[src/rtl/mhis_pkg.sv]
// Package for the modulo-hash integer set: sizes, codes and types.
// No dependencies; imported by the top level and its checker.
`timescale 1ns / 1ps
`default_nettype none

package mhis_pkg;

	localparam int BUCKETS    = 16;
	localparam int WAYS       = 4;
	localparam int KEY_W      = 32;
	localparam int ACT_W      = 2;
	localparam int STAT_W     = 2;
	localparam int CFG_W      = 5;
	localparam int CFG_RESET  = 9;
	localparam int REM_W      = CFG_W;
	localparam int BKT_W      = (BUCKETS > 1) ? $clog2(BUCKETS) : 1;
	localparam int WAY_W      = (WAYS > 1) ? $clog2(WAYS) : 1;
	localparam int DIV_STEPS  = 2 * KEY_W;
	localparam int CNT_W      = $clog2(DIV_STEPS);
	localparam int KIDX_W     = $clog2(KEY_W);
	localparam int IN_TDATA_W  = ((ACT_W + KEY_W + 7) / 8) * 8;
	localparam int OUT_TDATA_W = ((1 + STAT_W + 7) / 8) * 8;

	typedef enum logic [ACT_W-1:0] {
		ACT_INSERT = 2'd0,
		ACT_SEARCH = 2'd1,
		ACT_DELETE = 2'd2
	} act_t;

	typedef enum logic [STAT_W-1:0] {
		STAT_DONE   = 2'd0,
		STAT_EXISTS = 2'd1,
		STAT_FULL   = 2'd2
	} stat_t;

	typedef enum logic [1:0] {
		S_IDLE,
		S_DIV,
		S_READ,
		S_LOOK
	} state_t;

	typedef logic [WAYS-1:0][KEY_W-1:0] key_row_t;

endpackage

`default_nettype wire

[src/rtl/modulo_hash_integer_set.sv]
// Each item passes through 64 remainder steps, a row read and a lookup before its result is valid.
// Items are not overlapped; the bit-serial remainder unit takes one dividend bit a cycle.
// A result waits in the output register; input is taken again once the lookup has committed.
// Reset (arst_n low, asynchronous) empties the table at once via per-slot valid flops,
// restores bucket_count to 9 and drops any pending result. Key storage is not cleared.
`timescale 1ns / 1ps
`default_nettype none

module modulo_hash_integer_set import mhis_pkg::*; (
	input  logic                   clk,
	input  logic                   arst_n,
	input  logic                   s_tvalid,
	output logic                   s_tready,
	input  logic [IN_TDATA_W-1:0]  s_tdata,   // [1:0] action, [33:2] key, rest zero
	output logic                   m_tvalid,
	input  logic                   m_tready,
	output logic [OUT_TDATA_W-1:0] m_tdata,   // [0] found, [2:1] status, rest zero
	input  logic                   cfg_valid,
	output logic                   cfg_ready,
	input  logic [CFG_W-1:0]       cfg_data   // bucket_count
);

	state_t             state_q, state_d;
	logic [CNT_W-1:0]   cnt_q;
	logic [REM_W-1:0]   rem_q, rem_nxt;
	logic [KEY_W-1:0]   key_q;
	logic [ACT_W-1:0]   act_q;
	logic [CFG_W-1:0]   cfg_q;
	logic [REM_W-1:0]   eff_cnt;
	logic               div_bit;
	logic [REM_W:0]     trial;
	logic [BKT_W-1:0]   bucket;

	key_row_t           key_mem_q [BUCKETS];
	key_row_t           row_q;
	logic [WAYS-1:0]    valid_q [BUCKETS];

	logic               m_tvalid_q;
	logic               out_found_q;
	logic [STAT_W-1:0]  out_status_q;

	logic               accept, div_en, rd_en, out_free, commit;
	logic [WAYS-1:0]    vrow;
	logic               hit, has_free;
	logic [WAY_W-1:0]   hit_way, free_way;
	logic               found_d;
	logic [STAT_W-1:0]  status_d;
	logic               do_store, do_clear;
	key_row_t           wr_row;

	assign cfg_ready = 1'b1;
	assign m_tvalid  = m_tvalid_q;
	assign m_tdata   = OUT_TDATA_W'({out_status_q, out_found_q});
	assign out_free  = !m_tvalid_q || m_tready;
	assign bucket    = BKT_W'(rem_q);

	// Saturate the modulus to the legal range
	always_comb begin
		if (cfg_q == '0) begin
			eff_cnt = REM_W'(1);
		end else if (int'(cfg_q) > BUCKETS) begin
			eff_cnt = REM_W'(BUCKETS);
		end else begin
			eff_cnt = cfg_q;
		end
	end

	// One restoring step: dividend is the key sign-extended to 64 bits, MSB first
	always_comb begin
		if (cnt_q >= CNT_W'(KEY_W)) begin
			div_bit = key_q[KEY_W-1];
		end else begin
			div_bit = key_q[cnt_q[KIDX_W-1:0]];
		end
		trial = {rem_q, div_bit};
		if (trial >= {1'b0, eff_cnt}) begin
			rem_nxt = REM_W'(trial - {1'b0, eff_cnt});
		end else begin
			rem_nxt = REM_W'(trial);
		end
	end

	// Next state
	always_comb begin
		state_d = state_q;
		unique case (state_q)
			S_IDLE: begin
				if (s_tvalid) state_d = S_DIV;
			end
			S_DIV: begin
				if (cnt_q == '0) state_d = S_READ;
			end
			S_READ: state_d = S_LOOK;
			S_LOOK: begin
				if (out_free) state_d = S_IDLE;
			end
			default: state_d = S_IDLE;
		endcase
	end

	// Sequencer outputs
	always_comb begin
		s_tready = 1'b0;
		div_en   = 1'b0;
		rd_en    = 1'b0;
		commit   = 1'b0;
		unique case (state_q)
			S_IDLE: s_tready = 1'b1;
			S_DIV:  div_en   = 1'b1;
			S_READ: rd_en    = 1'b1;
			S_LOOK: commit   = out_free;
			default: s_tready = 1'b0;
		endcase
	end

	assign accept = s_tvalid && s_tready;

	// Bucket lookup: lowest matching way and lowest free way
	always_comb begin
		vrow     = valid_q[bucket];
		hit      = 1'b0;
		hit_way  = '0;
		has_free = 1'b0;
		free_way = '0;
		for (int w = WAYS - 1; w >= 0; w--) begin
			if (vrow[w] && row_q[w] == key_q) begin
				hit     = 1'b1;
				hit_way = WAY_W'(w);
			end
			if (!vrow[w]) begin
				has_free = 1'b1;
				free_way = WAY_W'(w);
			end
		end
	end

	always_comb begin
		found_d  = 1'b0;
		status_d = STAT_DONE;
		do_store = 1'b0;
		do_clear = 1'b0;
		wr_row   = row_q;
		unique case (act_q)
			ACT_INSERT: begin
				if (hit) begin
					found_d  = 1'b1;
					status_d = STAT_EXISTS;
				end else if (has_free) begin
					do_store = 1'b1;
				end else begin
					status_d = STAT_FULL;
				end
			end
			ACT_SEARCH: found_d = hit;
			ACT_DELETE: begin
				found_d  = hit;
				do_clear = hit;
			end
			default: found_d = 1'b0;
		endcase
		wr_row[free_way] = key_q;
	end

	// Control state
	always_ff @(posedge clk or negedge arst_n) begin
		if (!arst_n) begin
			state_q    <= S_IDLE;
			cnt_q      <= '0;
			cfg_q      <= CFG_W'(CFG_RESET);
			m_tvalid_q <= 1'b0;
			for (int b = 0; b < BUCKETS; b++) begin
				valid_q[b] <= '0;
			end
		end else begin
			state_q <= state_d;
			if (cfg_valid && cfg_ready) cfg_q <= cfg_data;
			if (accept) begin
				cnt_q <= CNT_W'(DIV_STEPS - 1);
			end else if (div_en) begin
				cnt_q <= cnt_q - CNT_W'(1);
			end
			if (commit) begin
				m_tvalid_q <= 1'b1;
			end else if (m_tready) begin
				m_tvalid_q <= 1'b0;
			end
			if (commit && do_store) valid_q[bucket][free_way] <= 1'b1;
			if (commit && do_clear) valid_q[bucket][hit_way]  <= 1'b0;
		end
	end

	// Payload and item registers
	always_ff @(posedge clk) begin
		if (accept) begin
			act_q <= s_tdata[ACT_W-1:0];
			key_q <= s_tdata[ACT_W +: KEY_W];
			rem_q <= '0;
		end else if (div_en) begin
			rem_q <= rem_nxt;
		end
		if (commit) begin
			out_found_q  <= found_d;
			out_status_q <= status_d;
		end
	end

	// Key store: one row of WAYS keys per bucket, registered read
	always_ff @(posedge clk) begin
		if (rd_en) row_q <= key_mem_q[bucket];
		if (commit && do_store) key_mem_q[bucket] <= wr_row;
	end

endmodule

`default_nettype wire

[config.mk]
export PLATFORM = sky130hd
export DESIGN_NAME = modulo_hash_integer_set
export DESIGN_NICKNAME = d
export VERILOG_FILES = /design/src/rtl/mhis_pkg.sv /design/src/rtl/modulo_hash_integer_set.sv
export SDC_FILE = /design/constraint.sdc
export NUM_CORES = 2
export LEC_CHECK = 0
export BUFFER_PORTS_ARGS = -buffer_cell sky130_fd_sc_hd__buf_2
export CAP_MARGIN = 20
export CORE_UTILIZATION = 64
export CTS_BUF_LIST = sky130_fd_sc_hd__clkbuf_8 sky130_fd_sc_hd__clkbuf_16
export DETAILED_ROUTE_END_ITERATION = 16
export PLACE_DENSITY = 0.8
export SLEW_MARGIN = 20
export SYNTH_ARGS = -nofsm -noshare
export SYNTH_HDL_FRONTEND = slang
export SYNTH_SLANG_ARGS = --single-unit
[constraint.sdc]
create_clock -name clk -period 25.5 [get_ports clk]
set_clock_uncertainty 0.1 [all_clocks]
set_input_delay 3.825 -clock clk [delete_from_list [all_inputs] [get_ports clk]]
set_output_delay 3.825 -clock clk [all_outputs]
set_load 0.05 [all_outputs]
# Word-level counts from Yosys, hierarchy flattened
# Memories as Yosys holds them, arrays and structs flattened. A register that Yosys moved wholly into a read port is not among the register bits.
# Index checks and enable logic that the tools add are counted.
classes:
  add_sub_neg: 2
  n_reduce_logical: 21
  mux: 60
  magnitude_cmp: 10
  n_eq_ne: 12
  bitwise: 5
op_table:
  columns: ["cell", "n"]
  rows:
  - ["$bwmux 128", 1]
  - ["$eq 32x32->1", 4]
  - ["$mux 64", 2]
  - ["$and 64x64->64", 1]
  - ["$demux 32 s2", 1]
  - ["$not 64->64", 1]
  - ["$or 64x64->64", 1]
  - ["$demux 4 s4", 2]
  - ["$mux 32", 1]
  - ["$mux 1", 26]
  - ["$mux 2", 12]
  - ["$bmux 4 s4", 1]
  - ["$mux 4", 4]
  - ["$mux 5", 3]
  - ["$mux 6", 2]
  - ["$logic_and 1x1->1", 10]
  - ["$pmux 2 s4", 1]
  - ["$eq 2x2->1 const B", 3]
  - ["$ge 6x5->1", 1]
  - ["$ge 6x6->1 const B", 1]
  - ["$logic_not 6->1", 1]
  - ["$lt 2x3->1 const B", 2]
  - ["$lt 5x6->1 const B", 1]
  - ["$ne 2x2->1 const B", 3]
  - ["other kinds (19)", 25]
totals:
  ramBits: 2048
  memories: 1
  word_cells: 137
  output_inout_bits: 11
  reg_bits: 120
  in_bits: 50
memory_table:
  columns: ["memory", "depth", "width", "rd", "rd_clocked_by_memory_dff", "write_ports", "line", "text"]
  rows:
  - ["key_mem_q", 16, 128, 1, 1, 1, "modulo_hash_integer_set.sv:34", "key_row_t key_mem_q [BUCKETS];"]

# Logic depth before layout (Yosys ltp)
logic_depth:
  ltp_word: 18
  mapped_depth: 14

# Worst setup path before layout
# Ideal clock, no wire load.
synth_path:
  path_type: "in2reg"
  start: "input port m_tready"
  end: "memory key_mem_q[15][0] (netlist bit), enable pin"
  path_slack_ps: 14773
  arrival_time_ps: 10010
  path_buffers: 0
  stages: 5
  cell_sequence: "nand2b_1 nand2_1 nor3_1 nand3_1 nor2_1"
synth_between:
  elab_chain_len: 5
synth_lines:
  columns: ["element", "line", "text"]
  rows:
  - ["start: declaration", "modulo_hash_integer_set.sv:16", "input logic m_tready,"]
  - ["$logic_or 1x1->1", "modulo_hash_integer_set.sv:54", "assign out_free = !m_tvalid_q || m_tready;"]
  - ["$mux 1", "modulo_hash_integer_set.sv:107", "unique case (state_q)"]
  - ["$logic_and 1x1->1", "modulo_hash_integer_set.sv:210", "if (commit && do_store) key_mem_q[bucket] <= wr_row;"]
  - ["$mux 1", "modulo_hash_integer_set.sv:210", null]
  - ["$mux 1 (implied by the code)", "modulo_hash_integer_set.sv:210", null]
  - ["end: declaration", "modulo_hash_integer_set.sv:34", null]
# No other way between the ends.

# Worst setup path in the final report
layout_path:
  start: "register rem_q[0]"
  end: "memory key_mem_q[3][60] (netlist bit), enable pin"
layout_between:
  elab_chain_len: 14
  word_cells_on_any_way: 22
layout_lines:
  columns: ["element", "line", "text"]
  rows:
  - ["start: declaration", "modulo_hash_integer_set.sv:25", "logic [REM_W-1:0] rem_q, rem_nxt;"]
  - ["start signal: assignment", "modulo_hash_integer_set.sv:199", "rem_q <= rem_nxt;"]
  - ["$not 4->5 (implied by the code)", "modulo_hash_integer_set.sv:120", "vrow = valid_q[bucket];"]
  - ["$bmux 4 s4", "modulo_hash_integer_set.sv:120", null]
  - ["$mux 4 (implied by the code) (2 in series)", "modulo_hash_integer_set.sv:120", null]
  - ["$mux 1 or $logic_and 1x1->1 (tied branches)", "modulo_hash_integer_set.sv:130, modulo_hash_integer_set.sv:126", null]
  - ["$mux 1 (on tied branches) (3 in series)", "modulo_hash_integer_set.sv:130, modulo_hash_integer_set.sv:126", null]
  - ["$mux 1 (on tied branches)", "modulo_hash_integer_set.sv:148, modulo_hash_integer_set.sv:126", null]
  - ["$mux 1", "modulo_hash_integer_set.sv:145", "if (hit) begin"]
  - ["$mux 1", "modulo_hash_integer_set.sv:143", "unique case (act_q)"]
  - ["$logic_and 1x1->1", "modulo_hash_integer_set.sv:210", null]
  - ["$mux 1", "modulo_hash_integer_set.sv:210", null]
  - ["$mux 1 (implied by the code)", "modulo_hash_integer_set.sv:210", null]
# Parallel ways exist; a longest one is shown, timed or not. The select of a mux whose other input is x is not followed.

==> summary.txt <==
Final layout
  – Nets: 4160
  – Filler cells: 7178
  – Post-route insts no fill: 6147
  – Share of cells above drive strength 1: 28.8%
  – Final core occ: 71.7%
  – Area Growth Syn to Fin: 10.8%

CTS
  – Clock Sinks: 2296
  – CTS H-tree lvls: 4
  – CTS tree: yes
  – Number of setup buffers added after CTS: 0
  – Clk root buf: clkbuf_16
  – Reg clk slew, reported paths: 0.06 ns
  – Worst skew pair latency: 0.84 ns
  – Clk buf depth: 3
  – Quantity of hold-fixing buffers added after cts: 0
  – Post-cts sizing count: 0
  – CTS Buf Count: 212

Timing
  – Final Setup Violations: 0
  – Worst Setup Slack, final: 16.90 ns
  – Fin. Hold Viols: 0
  – WHS: 0.386 ns
  – RSZ-0062 raised after global routing: false
  – Period minus WS final: 8.60 ns
  – Tcrit/Tclk final: 33.7%
  – Worst Tran Pin Value: 1.20 ns
  – Max-slew violation count: 0
  – Max Fclk: 0.116 GHz
  – Final TNS setup: 0 ns
  – Relative slew margins: 20.3%

Die
  – Initial Utilization: 64.7%
  – Horiz. Die Dim: 376 um
  – Area of the core: 138000 um2
  – DIE HEIGHT: 376 um
  – Placement Rows: 136
  – # IOs: 61
  – Die area: 141000 um2

Logic synthesis
  – Cell count after synthesis: 3966
  – Syn avg cell area: 22.5 um2
  – Synth Area in Simple Gates: 1.87%
  – Top-count cell post-synth: edfxtp_1
  – Sequential area share after synthesis: 76.7%
  – Synthesized area: 89300 um2
  – Commonest cells post-synth: edfxtp_1 (2213), mux4_2 (665), nand2_1 (216), clkbuf_1 (155), a21oi_1 (78)
  – Post-synth top area share: 74.4%
  – Ys flop type: edfxtp_1
  – FF+latch count, synth: 2296
  – Top post-synthesis cells by area: edfxtp_1 (74%), mux4_2 (17%), dfrtp_1 (2.1%), nand2_1 (0.91%), mux2_2 (0.86%)
  – Synth Area in Adders: 0.177%
  – Post-synth ARST share: 3.40%
  – Largest family of logic cells by synthesized area: multiplexers
  – Compound-Gate Fraction of Synth Area: 1.13%
  – Area leader, netlist: edfxtp_1
  – Unique masters post-synth: 53
  – Mux cell area share after synthesis: 17.7%
  – Post-synth EDFFs: 2213
  – Ys Warns: 0
  – Xor/xnor cell area share of the yosys netlist: 1.30%

Routing
  – TritonRoute pass-1 iters: 9
  – Total wire length: 222000 um
  – Residual DRC count: 0
  – DR vias/cell: 7.19
  – Routed len/inst: 36.2 um
  – Initial DRC Count: 6941
  – Detailed-route via count: 44201
  – Antenna Violating Nets Remaining: 0

Setup path
  – Arr. time, crit path: 8.95 ns
  – Crit path kind: reg -> reg
  – CP max stage delay: 0.92 ns
  – Worst EP required: 25.85 ns
  – Slowest cell on crit path: buf_4
  – Family with the most delay on the worst path: buffers and inverters
  – Crit Path Max Fanout: 115
  – CP Cell Sequence: buf_12, buf_4, mux4_2, a22o_1, a221oi_1, nor3_2, nor4_4, buf_4, nand4_1, nor2_4, buf_4, buf_4
  – Crit start category: flop
  – Setup crit end kind: flop
  – Cell mode on critical path: buf_4
  – Buf/Inv on CP: 5

Global routing
  – Grt met3 use: 8.99%
  – Total gr overflow: 0
  – First-pass GRT wire length: 320000 um
  – Largest net degree at the start of global routing: 165
  – GRT Overall Usage: 32.2%
  – Met1 Usage GRT: 43.4%
  – Busiest grt layer: met2
  – Vias in the first global route: 45836
  – M2 GR Usage: 50.7%
  – Initial antenna violation count: 5

Pwr
  – Static Leak: 31.1 nW
  – Worst VDD drop: 92.6 uV
  – Pwr dens: 110 nW/um2

Placement
  – Port Buffers: 48
  – Pre-CTS WS: 17.04 ns
  – HPWL after DPL: 102000 um
  – Placed insts: 5745
  – RD Place Congestion: 0.866

Min path
  – Hold/Removal Path Class: reg -> reg

Run
  – # Max-Cap Violations: 0

Outcome
  – Status: complete, no violations
[worst min-delay path: stages, from the launching register on]
cell	delay [ns]
dfxtp_1	0.31
nand2b_1	0.06
a21oi_1	0.06
[report_power, final]
part	switching, mW	total (mW)	leakage, nW	internal (mW)
combinational	1.52	2.53	6.47	1.01
sequential	0.207	5.15	21.0	4.95
clock	1.40	3.20	3.58	1.80
total	3.13	10.9	31.1	7.76
[flip-flops by register name (all words and copies together), names as in the netlist]
signal,flops
cfg_q,5
key_q,32
act_q,2
out_status_q,2
m_tvalid,1
state_q,2
rem_q,5
key_mem_q,2048
valid_q,64
row_q,128
cnt_q,6
out_found_q,1
[metrics by stage]
| stage | area, um2 | total power, mW |
|---|---|---|
| global route | 98900 | 11.2 |
| global placement | 91900 | 7.55 |
| floorplan | 89300 | 6.92 |
| finish | 98900 | 10.9 |
| CTS | 98900 | 10.9 |
| detailed placement | 91900 | 7.64 |
[cells in the final DEF, fill, tap and decap left out, types with 66 or more instances in the layout]
cell type  netlist  routed
edfxtp_1      2213    2213
mux4_2         665     665
clkbuf_16        0     218
nand2_1        216     216
buf_4           11      90
a21oi_1         78      77
dfrtp_1         76      76
mux2_2          68      68
xor2_1          67      67
xnor2_1         66      66
[cells by family after synthesis]
| group | Yosys count |
|---|---|
| xor gates and xnor gates | 133 |
| and+or+nand+nor | 371 |
| adders and majority gates | 12 |
| muxes | 736 |
| AOI/OAI and AO/OA | 170 |
| DFF | 2296 |
| buffers and inverters | 246 |
| other | 2 |
[area by class of cell]
class                           instances  area [um2]  area share (%)
Clock inverter                        173        1460            1.47
Tap cell                             1863        2330            2.36
Timing Repair Buffer                  147        1090            1.11
Inverter                               13        48.8          0.0493
Antenna cell                            6        15.0          0.0152
Clock buffer                          221        5500            5.56
Sequential cell                      2296       68500            69.3
Multi-Input combinational cell       1428       20000            20.2
[path summary, 6_finish.rpt]
kind	end	cells after the start	start	slack, ns
max	key_mem_q[3][60]$_DFFE_PP_	12	rem_q[0]$_SDFFE_PP0P_	16.90
min	rem_q[4]$_SDFFE_PP0P_	2	rem_q[4]$_SDFFE_PP0P_	0.39
max reg2reg	key_mem_q[3][60]$_DFFE_PP_	12	rem_q[0]$_SDFFE_PP0P_	16.90
min reg2reg	rem_q[4]$_SDFFE_PP0P_	2	rem_q[4]$_SDFFE_PP0P_	0.39
max in group asynchronous	valid_q[63]$_DFF_PN0_	2	arst_n	21.72
min in group asynchronous	cfg_q[2]$_DFFE_PN0P_	2	arst_n	2.98
[layer usage]
layer	routed length [um]	share of wire (%)	vias to the layer above
li1	-	-	16886
met3	29500	13	643
met4	9100	4.1	6
met5	43	0.019	-
met2	108000	48	3686
met1	75900	34	22980
Note: power is estimated with default switching activity, not from simulation.
